`src/rtl/lpsh_pkg.sv`:
```
// Package for the lowercase path string hash block.
// Character constants and the byte fold, hash step and final mix functions.
package lpsh_pkg;

	localparam logic [7:0]  QUOTE_CH  = 8'h22;
	localparam logic [7:0]  BSLASH_CH = 8'h5c;
	localparam logic [7:0]  SLASH_CH  = 8'h2f;
	localparam logic [7:0]  NUL_CH    = 8'h00;
	localparam logic [7:0]  UPPER_OFS = 8'hbf;   // c + 0xbf maps 'A' to zero
	localparam logic [7:0]  UPPER_CNT = 8'h1a;
	localparam logic [7:0]  CASE_OFS  = 8'h20;
	localparam logic [31:0] HASH_MIN  = 32'd2;

	// Fold case and backslash, then sign-extend to 32 bits.
	function automatic logic [31:0] fold_extend(input logic [7:0] c);
		logic [7:0] f;
		logic [7:0] up;
		begin
			up = c + UPPER_OFS;
			if (up < UPPER_CNT) begin
				f = c + CASE_OFS;
			end else if (c == BSLASH_CH) begin
				f = SLASH_CH;
			end else begin
				f = c;
			end
			fold_extend = {{24{f[7]}}, f};
		end
	endfunction

	// One byte: add, times 0x401, xor with itself shifted right by 6.
	function automatic logic [31:0] hash_step(input logic [31:0] h, input logic [7:0] c);
		logic [31:0] x;
		logic [31:0] y;
		begin
			x = h + fold_extend(c);
			y = x + (x << 10);
			hash_step = y ^ (y >> 6);
		end
	endfunction

	// Final mix: times 9, xor shift 11, times 0x8001, then 0 and 1 bumped up by 2.
	function automatic logic [31:0] finalize(input logic [31:0] h);
		logic [31:0] t;
		logic [31:0] u;
		logic [31:0] v;
		begin
			t = h + (h << 3);
			u = (t >> 11) ^ t;
			v = u + (u << 15);
			if (v < HASH_MIN) begin
				v = v + HASH_MIN;
			end
			finalize = v;
		end
	endfunction

endpackage

```
`src/rtl/lowercase_path_string_hash_top.sv`:
```
// A string's hash reaches the master side once its terminator transfer has passed the input
// register and the result register in turn, held back while a full result is not taken.
// Throughput: one byte per cycle save while a terminator is held back; the 32-bit running
// hash updates once per cycle in the single compute stage between input and result register.
// Reset (arst_n low, asynchronous): no string active, hash zero, both stages empty.
// Depends on lpsh_pkg.
module lowercase_path_string_hash_top (
	input  logic        clk,
	input  logic        arst_n,
	// slave side: one string byte per transfer
	input  logic        s_axis_tvalid,
	output logic        s_axis_tready,
	input  logic [7:0]  s_axis_tdata,   // [7:0] char_byte
	input  logic        s_axis_tuser,   // [0] start_req
	// master side: one hash per completed string
	output logic        m_axis_tvalid,
	input  logic        m_axis_tready,
	output logic [31:0] m_axis_tdata    // [31:0] hash_value
);
	import lpsh_pkg::*;

	// input register
	logic        valid_s1;
	logic [7:0]  char_s1;
	logic        start_s1;

	// string state
	logic [31:0] hash_q;
	logic        quoted_q;
	logic        in_str_q;

	// result register
	logic        out_valid_q;
	logic [31:0] out_hash_q;

	// compute stage
	logic        is_quote;
	logic        active;       // byte belongs to a live string
	logic        open_quote;   // start byte that is an opening quote
	logic [31:0] base_hash;
	logic        base_quoted;
	logic        term;
	logic        emit;
	logic        out_free;
	logic        adv_s1;
	logic        in_xfer;

	assign is_quote    = (char_s1 == QUOTE_CH);
	assign active      = start_s1 | in_str_q;
	assign open_quote  = start_s1 & is_quote;
	// a start byte restarts from a clean hash, dropping any unfinished string
	assign base_hash   = start_s1 ? '0 : hash_q;
	assign base_quoted = start_s1 ? 1'b0 : quoted_q;
	assign term        = (char_s1 == NUL_CH) | (base_quoted & is_quote);
	assign emit        = valid_s1 & active & ~open_quote & term;

	// result register frees up when empty or being taken this cycle
	assign out_free = ~out_valid_q | m_axis_tready;
	// only a terminator byte can stall, and only on a full result register
	assign adv_s1   = valid_s1 & (~emit | out_free);

	assign s_axis_tready = ~valid_s1 | adv_s1;
	assign in_xfer       = s_axis_tvalid & s_axis_tready;

	always_ff @(posedge clk or negedge arst_n) begin
		if (!arst_n) begin
			valid_s1 <= 1'b0;
		end else if (in_xfer) begin
			valid_s1 <= 1'b1;
		end else if (adv_s1) begin
			valid_s1 <= 1'b0;
		end
	end

	always_ff @(posedge clk) begin
		if (in_xfer) begin
			char_s1  <= s_axis_tdata;
			start_s1 <= s_axis_tuser;
		end
	end

	// string state: bytes outside a string leave it untouched
	always_ff @(posedge clk or negedge arst_n) begin
		if (!arst_n) begin
			hash_q   <= '0;
			quoted_q <= 1'b0;
			in_str_q <= 1'b0;
		end else if (adv_s1 && active) begin
			if (open_quote) begin
				hash_q   <= '0;
				quoted_q <= 1'b1;
				in_str_q <= 1'b1;
			end else if (term) begin
				hash_q   <= '0;
				quoted_q <= 1'b0;
				in_str_q <= 1'b0;
			end else begin
				hash_q   <= hash_step(base_hash, char_s1);
				quoted_q <= base_quoted;
				in_str_q <= 1'b1;
			end
		end
	end

	always_ff @(posedge clk or negedge arst_n) begin
		if (!arst_n) begin
			out_valid_q <= 1'b0;
		end else if (emit && adv_s1) begin
			out_valid_q <= 1'b1;
		end else if (m_axis_tready) begin
			out_valid_q <= 1'b0;
		end
	end

	always_ff @(posedge clk) begin
		if (emit && adv_s1) begin
			out_hash_q <= finalize(base_hash);
		end
	end

	assign m_axis_tvalid = out_valid_q;
	assign m_axis_tdata  = out_hash_q;

endmodule

```
`config.mk`:
```
export PLATFORM = sky130hd
export DESIGN_NAME = lowercase_path_string_hash_top
export DESIGN_NICKNAME = d
export VERILOG_FILES = /design/src/rtl/lpsh_pkg.sv /design/src/rtl/lowercase_path_string_hash_top.sv
export SDC_FILE = /design/constraint.sdc
export NUM_CORES = 1
export LEC_CHECK = 0
export BUFFER_PORTS_ARGS = -buffer_cell sky130_fd_sc_hd__buf_2
export CORE_ASPECT_RATIO = 1.1
export CORE_MARGIN = 2
export CORE_UTILIZATION = 60
export DETAILED_ROUTE_END_ITERATION = 7
export PLACE_DENSITY = 0.79
export SLEW_MARGIN = 10
export SYNTH_ARGS = -nofsm -noshare
export SYNTH_HDL_FRONTEND = slang
export SYNTH_SLANG_ARGS = --single-unit
```
`constraint.sdc`:
```
create_clock -name clk -period 8.91 [get_ports clk]
set_input_delay 0.4455 -clock clk [delete_from_list [all_inputs] [get_ports clk]]
set_output_delay 0.4455 -clock clk [all_outputs]
set_load 0.02 [all_outputs]
```
# Word-level counts from Yosys, hierarchy flattened
# Cells that the tools add are included.
# Widths: inputs -> output; s select.
[totals]
ff_bits = 77
in_bits = 13
wordCells = 60
[op_classes]
addsub = 7
n_lt_le_gt_ge = 2
eq_ne = 2
muxes = 18
bitwise_logic = 18
reduce_logical = 5
[op_table]
columns = ["operator", "n"]
rows = [
  ["$add 32x32->32", 4],
  ["$mux 32", 4],
  ["$mux 8", 5],
  ["$add 32x2->32 const B", 1],
  ["$lt 32x2->1 const B", 1],
  ["$xor 21x32->32", 1],
  ["$xor 32x26->32", 1],
  ["$mux 1", 9],
  ["$add 8x6->8 const B", 1],
  ["$add 8x8->8 const B", 1],
  ["$eq 8x6->1 const B", 1],
  ["$eq 8x7->1 const B", 1],
  ["$logic_not 8->1", 1],
  ["$lt 8x5->1 const B", 1],
  ["$and 1x1->1", 7],
  ["$or 1x1->1", 5],
  ["$not 1->1", 4],
  ["$reduce_bool 2->1", 2],
  ["$logic_and 1x1->1", 2],
]

# Longest topological paths before layout
# Gate-level depths: netlist of the first run.
[logic_depth]
word_depth = 15
ltp_mapped = 32

# Worst setup path after synthesis of the first run
# No wires, ideal clock.
[synth_timing]
kind = "register to register"
startpoint = "register start_s1"
endpoint = "register out_hash_q[2], in the netlist m_axis_tdata[2], data pin"
setup_ns = 0.133
arrival_time_ns = 6.708
setup_slack_ns = 2.069
stages_incl_launch_ff = 29
path_buffers = 3
period_less_slack_ns = 6.841
path_cell_list = "edfxtp_1 clkbuf_1 clkbuf_1 clkbuf_1 nor2b_1 ha_1 fa_1 a21o_1 a21oi_1 o21ai_0 nand3_1 a21oi_1 o41a_1 o21a_1 nor2_1 xnor2_1 xor2_1 fa_1 a21o_1 a21oi_1 xnor2_1 or4_1 or4_1 or4_1 nor4_1 nand3_1 nor4bb_1 and4bb_2 a41o_1"
[synth_between]
elab_chain_cells = 6
elab_cells_between_ends = 7
[synth_rtl]
columns = ["item", "line", "source"]
rows = [
  ["start: declaration", "lowercase_path_string_hash_top.sv:25", "logic start_s1;"],
  ["start signal: assignment", "lowercase_path_string_hash_top.sv:78", "start_s1 <= s_axis_tuser;"],
  ["$mux 32 (*)", "lowercase_path_string_hash_top.sv:52", "assign base_hash = start_s1 ? '0 : hash_q;"],
  ["$add 32x32->32 (*)", "lpsh_pkg.sv:48", "t = h + (h << 3);"],
  ["$xor 21x32->32 (*)", "lpsh_pkg.sv:49", "u = (t >> 11) ^ t;"],
  ["$add 32x32->32 (*)", "lpsh_pkg.sv:50", "v = u + (u << 15);"],
  ["$add 32x2->32 or $lt 32x2->1 (tied branches)", "lpsh_pkg.sv:52, lpsh_pkg.sv:51", ""],
  ["$mux 32 (*)", "lpsh_pkg.sv:51", "if (v < HASH_MIN) begin"],
  ["end signal: assignment", "lowercase_path_string_hash_top.sv:117", "out_hash_q <= finalize(base_hash);"],
  ["end: declaration", "lowercase_path_string_hash_top.sv:34", "logic [31:0] out_hash_q;"],
]
# Mark *: on every way between the ends. The rest lies on a longest branch, timed or not.
# A chain may end at the register's enable or synchronous reset.

# Final worst setup path of the first run
[layout_timing]
startpoint = "register start_s1"
endpoint = "register out_hash_q[3], in the netlist m_axis_tdata[3], data pin"
# The elaborated chain is that of the path after synthesis.

==> impl_metrics.toml, run 1 <==
[cts]
tritoncts = "done"
htree_levels = 3
cts_buffer_depth = 2
cts_sinks = 77
clk_pin_slew_ns = 0.06
cts_resized = 0
clkLatencyLatePin_ns = 0.34
root_buffer = "clkbuf_16"
cts_hold_buf = 0
cts_buffers = 9
cts_setup_buffers = 0

[layout]
multiInputGateArea_sq_mm = 0.00588
seqCellArea_sq_mm = 0.00213
num_antenna_cells = 0
syn_to_final_growth_pct = 8.81
utilization = 0.674
drive_gt1_frac = 0.0837
final.fill_count = 1090
fin_nets = 1044

[die]
core_sq_mm = 0.0133
dieArea_sq_mm = 0.0147
die_h_um = 127
ios = 47
start_util = 0.619
fp-row-count = 44
die_w_um = 116

[detailed_routing]
detail_route.wl_per_cell_um = 18.0
drt_pre_antenna_iters = 5
drt_wl_total_um = 20100
drc = 0
drt_iter0_markers = 560
antenna_left = 0
vias = 6853
vias_per_cell = 6.14

[global_route]
gr-total-overflow = 0
grt_pass1_wl_um = 32400
grt_start_max_net_pins = 37
antenna_found_initial = 0
grt_use_total = 0.280
grt_pass1_vias = 6537

[synthesis]
synthFlopType = "edfxtp_1"
yosys.area.top_type = "ha_1"
syn_area_sq_mm = 0.00822
synth-edff-count = 41
yosys.area.top_type_share = 0.152
synth_most_common_cell = "ha_1"
async_reset_ff_frac = 0.468
yosysSeqAreaShare = 0.259
synth_area_per_cell_sq_um = 9.21
syn_inst = 892
ys_ff_latch = 77
synth_nets = 1009
ys_types = 60
ys_warn_count = 0
netlist_top_cells_count = "ha_1, xnor2_1, a21oi_1"
synth.area.top_cells = "ha_1, edfxtp_1, dfrtp_1, xnor2_1, xor2_1"

[sta]
hold_viol_final = 0
worst_slew_margin_rel = 0.323
finalSetupViolations = 0
rsz0062_at_grt = "no"
setup_tns_ns = 0
fmax_mhz = 132
tightest_slew_ns = 1.02
timing.final.crit_period_ns = 7.55
skew_ns = 0.00991
finalCritPeriodShare = 0.847
final_max_slew_viol_count = 0
fin_ws_ns = 1.36

[placement]
gp_congestion = 0.970
dp_slack_ns = 1.50
dp_hpwl_um = 16300
port_buffers = 46

[setup_path]
worst_path_largest_cell_delay_ns = 0.56
critPathKind = "register to register"
required_ns = 9.11
worstPathArrival_ns = 7.75
cp_slowest_cell = "o21ai_0"
crit_path_end_kind = "register"
crit_buf_inv = 1
cp_top_family = "simple AND/OR/NAND/NOR gates"
start_kind = "register"
crit_path_max_fanout = 29

[status]
outcome = "completed"

[worst_hold_path]
hold_path_class = "input port to async pin"

[run]
drv_cap = 0
## final timing paths
kind                               from         endpoint  slack (ns)  cells past startpoint
setup reg to reg               start_s1  m_axis_tdata[3]        1.36                     26
hold reg to reg                in_str_q         in_str_q        0.49                      2
min in group clk           s_axis_tuser         start_s1        0.28                      1
setup / recovery               start_s1  m_axis_tdata[3]        1.36                     26
max in group asynchronous        arst_n        hash_q[3]        8.18                      1
hold / removal                   arst_n       hash_q[31]        0.19                      1
## sequential cells by signal, indices dropped and copies added (netlist names)
name,flops
hash_q,32
m_axis_tdata,32
char_s1,8
in_str_q,1
m_axis_tvalid,1
quoted_q,1
start_s1,1
valid_s1,1
## cell families (layout without fill, tap and decap cells)
| family | Yosys count | after routing | synth area share |
|---|---|---|---|
| compound gates | 280 | 280 | 0.239 |
| buf+inv | 60 | 100 | 0.0274 |
| flops | 77 | 77 | 0.259 |
| mux | 2 | 2 | 0.00274 |
| fa+ha+maj | 104 | 104 | 0.162 |
| simple gates | 221 | 221 | 0.135 |
| xor+xnor | 148 | 148 | 0.174 |
## worst reg2reg max path, delay by kind of cell, from the launching register on
kind / cells / cell delay [ns]
AND/OR/NAND/NOR: 9 / 2.63
AO/OA/AOI/OAI: 10 / 2.25
adder cells (fa/ha/maj): 3 / 1.09
XOR/XNOR: 3 / 0.57
flip-flops: 1 / 0.52
buffers and inverters: 1 / 0.36
## metrics by stage
stage / area, sq um / cells / hold WS [ns]
global route: 8940 / 1116 / 0.269
detailed placement: 8630 / 1100 / 0.474
CTS: 8940 / 1116 / 0.224
finish: 8940 / 1116 / 0.189
floorplan: 8220 / 892 / 0.150
global placement: 8630 / 1100 / 0.461
## cell usage in the layout (no fill, tap or decap), types with 13 or more instances in the layout
cell	n
ha_1	100
xnor2_1	84
a21oi_1	76
nor2_1	67
xor2_1	54
a21o_1	50
buf_2	46
nand2_1	44
edfxtp_1	41
nor2b_1	38
dfrtp_1	36
inv_1	34
a22o_1	32
o21ai_0	31
nor3_1	14
o21bai_1	14
o21a_1	13
## cell type report
type / count / area share
multi-input combinational: 755 / 0.657
sequential: 77 / 0.238
timing repair buffer: 50 / 0.0291
clock buffer: 11 / 0.0271
tap: 184 / 0.0257
inverter: 34 / 0.0143
clock inverter: 5 / 0.00839
## routing by layer
layer  share of wire  GRT usage  vias up
li1                -          -     3361
met1            0.45      0.368     3202
met2            0.46      0.461      237
met3           0.050     0.0377       53
met4           0.038      0.113        0
met5               0          0        -
Power of run 1 is left out: the tool's default activity adds up to more than one toggle a clock period on the data nets, which glitch-free logic cannot reach.
==> run 2, diff against run 1 <==
--- a/config.mk
+++ b/config.mk
@@ -5,12 +5,13 @@
 export SDC_FILE = /design/constraint.sdc
 export NUM_CORES = 1
 export LEC_CHECK = 0
+export ABC_AREA = 1
 export BUFFER_PORTS_ARGS = -buffer_cell sky130_fd_sc_hd__buf_2
 export CORE_ASPECT_RATIO = 1.1
 export CORE_MARGIN = 2
 export CORE_UTILIZATION = 60
 export DETAILED_ROUTE_END_ITERATION = 7
-export PLACE_DENSITY = 0.79
+export PLACE_DENSITY = 0.78
 export SLEW_MARGIN = 10
 export SYNTH_ARGS = -nofsm -noshare
 export SYNTH_HDL_FRONTEND = slang
==> constraint.sdc (replaced) <==
create_clock -name clk -period 7 [get_ports clk]
set_input_delay 0.35 -clock clk [delete_from_list [all_inputs] [get_ports clk]]
set_output_delay 0.35 -clock clk [all_outputs]
set_load 0.02 [all_outputs]
==> impl_metrics.toml, run 2 <==
[global_route]
grt_pass1_wl_um = 42900
grt_use_total = 0.331
grt_pass1_vias = 8870
gr-total-overflow = 0
grt_start_max_net_pins = 37
antenna_found_initial = 0

[sta]
final_max_slew_viol_count = 0
hold_viol_final = 0
finalCritPeriodShare = 0.890
skew_ns = 0.0170
timing.final.crit_period_ns = 6.23
rsz0062_at_grt = "no"
tightest_slew_ns = 0.993
timing.hold.ws_ns = 0.138
setup_tns_ns = 0
finalSetupViolations = 0
worst_slew_margin_rel = 0.337
fmax_mhz = 161

[detailed_routing]
drt_iter0_markers = 681
drt_wl_total_um = 26700
detail_route.wl_per_cell_um = 16.3
vias_per_cell = 5.68
drt_pre_antenna_iters = 6
vias = 9329
antenna_left = 0
drc = 0

[layout]
drive_gt1_frac = 0.0886
final.fill_count = 1352
layout_commonest_cell = "nand2_1"
syn_to_final_growth_pct = 9.02
num_antenna_cells = 0
fin_area_sq_mm = 0.0102
mostFrequentLayoutCells = "nand2_1, inv_1, nor2_1, nand3_1, ha_1"
fin_nets = 1557

[setup_path]
start_kind = "register"
crit_buf_inv = 1
cp_slowest_cell = "edfxtp_1"
required_ns = 7.22
worst_path_largest_cell_delay_ns = 0.59
cp_top_family = "simple AND/OR/NAND/NOR gates"
worstPathArrival_ns = 6.45
critPathKind = "register to register"
crit_path_end_kind = "register"
crit_path_max_fanout = 27
crit_top_cell = "nand2_1"

[placement]
placed_area_sq_mm = 0.00986
port_buffers = 46
gp_congestion = 0.991
dp_hpwl_um = 21800

[status]
outcome = "completed"

[synthesis]
yosys.area.top_type_share = 0.142
ys_ff_latch = 77
synth.area.top_cells = "nand2_1, ha_1, edfxtp_1, dfrtp_1, inv_1"
yosys.area.top_type = "nand2_1"
netlist_top_cells_count = "nand2_1, inv_1, nor2_1"
synth-edff-count = 41
synth_area_per_cell_sq_um = 6.74
synth_most_common_cell = "nand2_1"
synth_nets = 1510
syn_inst = 1393
ys_types = 49
yosysSeqAreaShare = 0.227
async_reset_ff_frac = 0.468
ys_warn_count = 0
syn_area_sq_mm = 0.00940
synthFlopType = "edfxtp_1"

[cts]
htree_levels = 3
cts_resized = 0
tritoncts = "done"
cts_buffers = 9
clkLatencyLatePin_ns = 0.36
root_buffer = "clkbuf_16"
cts_sinks = 77
clk_pin_slew_ns = 0.07
cts_hold_buf = 0
cts_buffer_depth = 2
cts_setup_buffers = 0

[die]
dieArea_sq_mm = 0.0167
start_util = 0.619
die_h_um = 135
fp-row-count = 47
ios = 47
core_sq_mm = 0.0152
die_w_um = 123

[worst_hold_path]
hold_path_class = "input port to async pin"

[run]
drv_cap = 0
==> run 2: cell types whose count changed after synthesis, sizes merged, moves of 45 or more <==
cell,before,now
nand3,8,117
xnor2,85,34
nor2,67,138
nand2,44,378
a21o,50,5
inv,34,228
==> run 2: metrics by stage <==
step                      instances   util  setup slack, ns
after floorplan                1393      -             1.88
after global placement         1625  0.650             1.03
after detailed placement       1625  0.650             1.05
after CTS                      1641  0.675            0.977
after global routing           1641  0.675            0.317
final                          1641  0.675            0.771
==> run 2: metal layers <==
| metal | vias to the layer above | global-route usage | part of all wire |
|---|---|---|---|
| met5 | - | 0 | 0 |
| met4 | 0 | 0.195 | 0.062 |
| met3 | 93 | 0.0728 | 0.068 |
| met2 | 368 | 0.550 | 0.47 |
| met1 | 4246 | 0.389 | 0.40 |
| li1 | 4622 | - | - |
==> run 2: area by class of cell <==
type / count / area [sq um] / area share
flip-flops and latches: 77 / 2130 / 0.208
well taps: 196 / 245 / 0.0239
clock buffers: 12 / 279 / 0.0272
clock inverters: 4 / 98.8 / 0.00965
multi-input cells: 1074 / 6370 / 0.622
inverters: 228 / 856 / 0.0836
repair buffers: 50 / 260 / 0.0254
==> run 2: cells by family (layout without fill, tap and decap cells) <==
group           count (synthesis)  count (layout)  share of synthesized area
buf+inv                       242             294                     0.0968
fa+ha+maj                     104             104                      0.142
simple gates                  678             678                      0.316
xor+xnor                       97              97                      0.102
compound gates                195             195                      0.117
flops                          77              77                      0.227
==> run 2: worst register-to-register path: cells and delay by family (launching register included) <==
family	cells	cell delay, ns
compound gates	5	1.12
simple gates	19	2.07
fa+ha+maj	3	0.90
flops	1	0.59
xor+xnor	3	1.00
buf+inv	1	0.40
==> run 2: worst paths after layout <==
| path | startpoint | end | slack [ns] | cells past startpoint |
|---|---|---|---|---|
| min reg2reg | hash_q[21] | hash_q[21] | 0.49 | 2 |
| max reg2reg | start_s1 | m_axis_tdata[2] | 0.77 | 31 |
| max in group asynchronous | arst_n | hash_q[29] | 6.26 | 1 |
| min in group clk | s_axis_tdata[7] | char_s1[7] | 0.16 | 1 |
| max | start_s1 | m_axis_tdata[2] | 0.77 | 31 |
| min | arst_n | hash_q[14] | 0.14 | 1 |
Power of run 2 is left out for the same reason.
==> run 3, diff against run 2 <==
--- a/config.mk
+++ b/config.mk
@@ -8,7 +8,7 @@
 export ABC_AREA = 1
 export BUFFER_PORTS_ARGS = -buffer_cell sky130_fd_sc_hd__buf_2
 export CORE_ASPECT_RATIO = 1.1
-export CORE_MARGIN = 2
+export CORE_MARGIN = 5
 export CORE_UTILIZATION = 60
 export DETAILED_ROUTE_END_ITERATION = 7
 export PLACE_DENSITY = 0.78
==> impl_metrics.toml, run 3 (synthesized netlist as in run 2, its figures left out) <==
[placement]
port_buffers = 46
placed_area_sq_mm = 0.00988
dp_hpwl_um = 22300
gp_congestion = 0.972

[setup_path]
crit_top_cell = "nand2_1"
worst_path_largest_cell_delay_ns = 0.51
required_ns = 7.22
crit_path_max_fanout = 30
crit_buf_inv = 1
ff2ff_setup_slack_ns = 0.80
cp_top_family = "simple AND/OR/NAND/NOR gates"
critPathKind = "register to register"
cp_slowest_cell = "edfxtp_1"
start_kind = "register"
worstPathArrival_ns = 6.42
crit_path_end_kind = "register"

[die]
start_util = 0.604
die_h_um = 141
die_w_um = 129
dieArea_sq_mm = 0.0183
ios = 47
fp-row-count = 48
core_sq_mm = 0.0156

[detailed_routing]
drc = 0
vias = 9288
antenna_left = 0
vias_per_cell = 5.64
drt_iter0_markers = 733
detail_route.wl_per_cell_um = 16.4
drt_pre_antenna_iters = 6
drt_wl_total_um = 27000

[cts]
cts_sinks = 77
cts_setup_buffers = 0
tritoncts = "done"
cts_hold_buf = 0
cts_buffers = 9
cts_buffer_depth = 2
htree_levels = 3
clkLatencyLatePin_ns = 0.36
clk_pin_slew_ns = 0.07
root_buffer = "clkbuf_16"
cts_resized = 0

[worst_hold_path]
hold_path_class = "input port to async pin"

[layout]
fin_nets = 1559
drive_gt1_frac = 0.0891
mostFrequentLayoutCells = "nand2_1, inv_1, nor2_1, nand3_1, ha_1"
syn_to_final_growth_pct = 8.55
layout_commonest_cell = "nand2_1"
num_antenna_cells = 0
fin_area_sq_mm = 0.0102

[status]
outcome = "completed"

[sta]
setup_tns_ns = 0
skew_ns = 0.0139
final_max_slew_viol_count = 0
hold_viol_final = 0
worst_slew_margin_rel = 0.346
rsz0062_at_grt = "no"
timing.final.crit_period_ns = 6.20
fmax_mhz = 161
finalSetupViolations = 0
finalCritPeriodShare = 0.885
tightest_slew_ns = 0.978

[global_route]
grt_pass1_wl_um = 43000
antenna_found_initial = 0
grt_pass1_vias = 8623
gr-total-overflow = 0
grt_start_max_net_pins = 37
grt_use_total = 0.297

[run]
drv_cap = 0
## run 3: cell count changes in the layout (fill, tap and decap cells not counted), sizes merged
cell	previous run	this run
buf	50	52
inv	229	228
bufinv	3	1
clkinv	0	3
## run 3: final timing paths
| path | endpoint | cells after the start | start |
|---|---|---|---|
| min in group clk | char_s1[5] | 1 | s_axis_tdata[5] |
| max in group asynchronous | quoted_q | 1 | arst_n |
| hold / removal | hash_q[23] | 1 | arst_n |
| setup reg to reg | m_axis_tdata[2] | 32 | start_s1 |
| setup / recovery | m_axis_tdata[2] | 32 | start_s1 |
| hold reg to reg | hash_q[23] | 2 | hash_q[23] |
## run 3: per-layer routing
layer  GRT usage  part of all wire
met1       0.384              0.42
met2       0.500              0.47
met3      0.0322             0.062
met4       0.127             0.043
met5           0                 0
## run 3: area by class of cell
cell class / instances / area (sq um)
clock buffers: 12 / 258
clock inverters: 4 / 56.3
repair buffers: 52 / 275
multi-input cells: 1074 / 6370
fillers: 1480 / 5360
flip-flops and latches: 77 / 2130
well taps: 200 / 250
inverters: 228 / 856
## run 3: through the flow
step	setup slack, ns	hold WS, ns	util	std cells
after floorplan	1.88	0.0544	-	1393
after global placement	1.01	0.470	0.635	1631
after detailed placement	0.972	0.474	0.635	1631
after CTS	0.917	0.146	0.656	1647
after global routing	0.385	0.171	0.656	1647
final	0.802	0.119	0.656	1647
Power of run 3 is left out for the same reason.
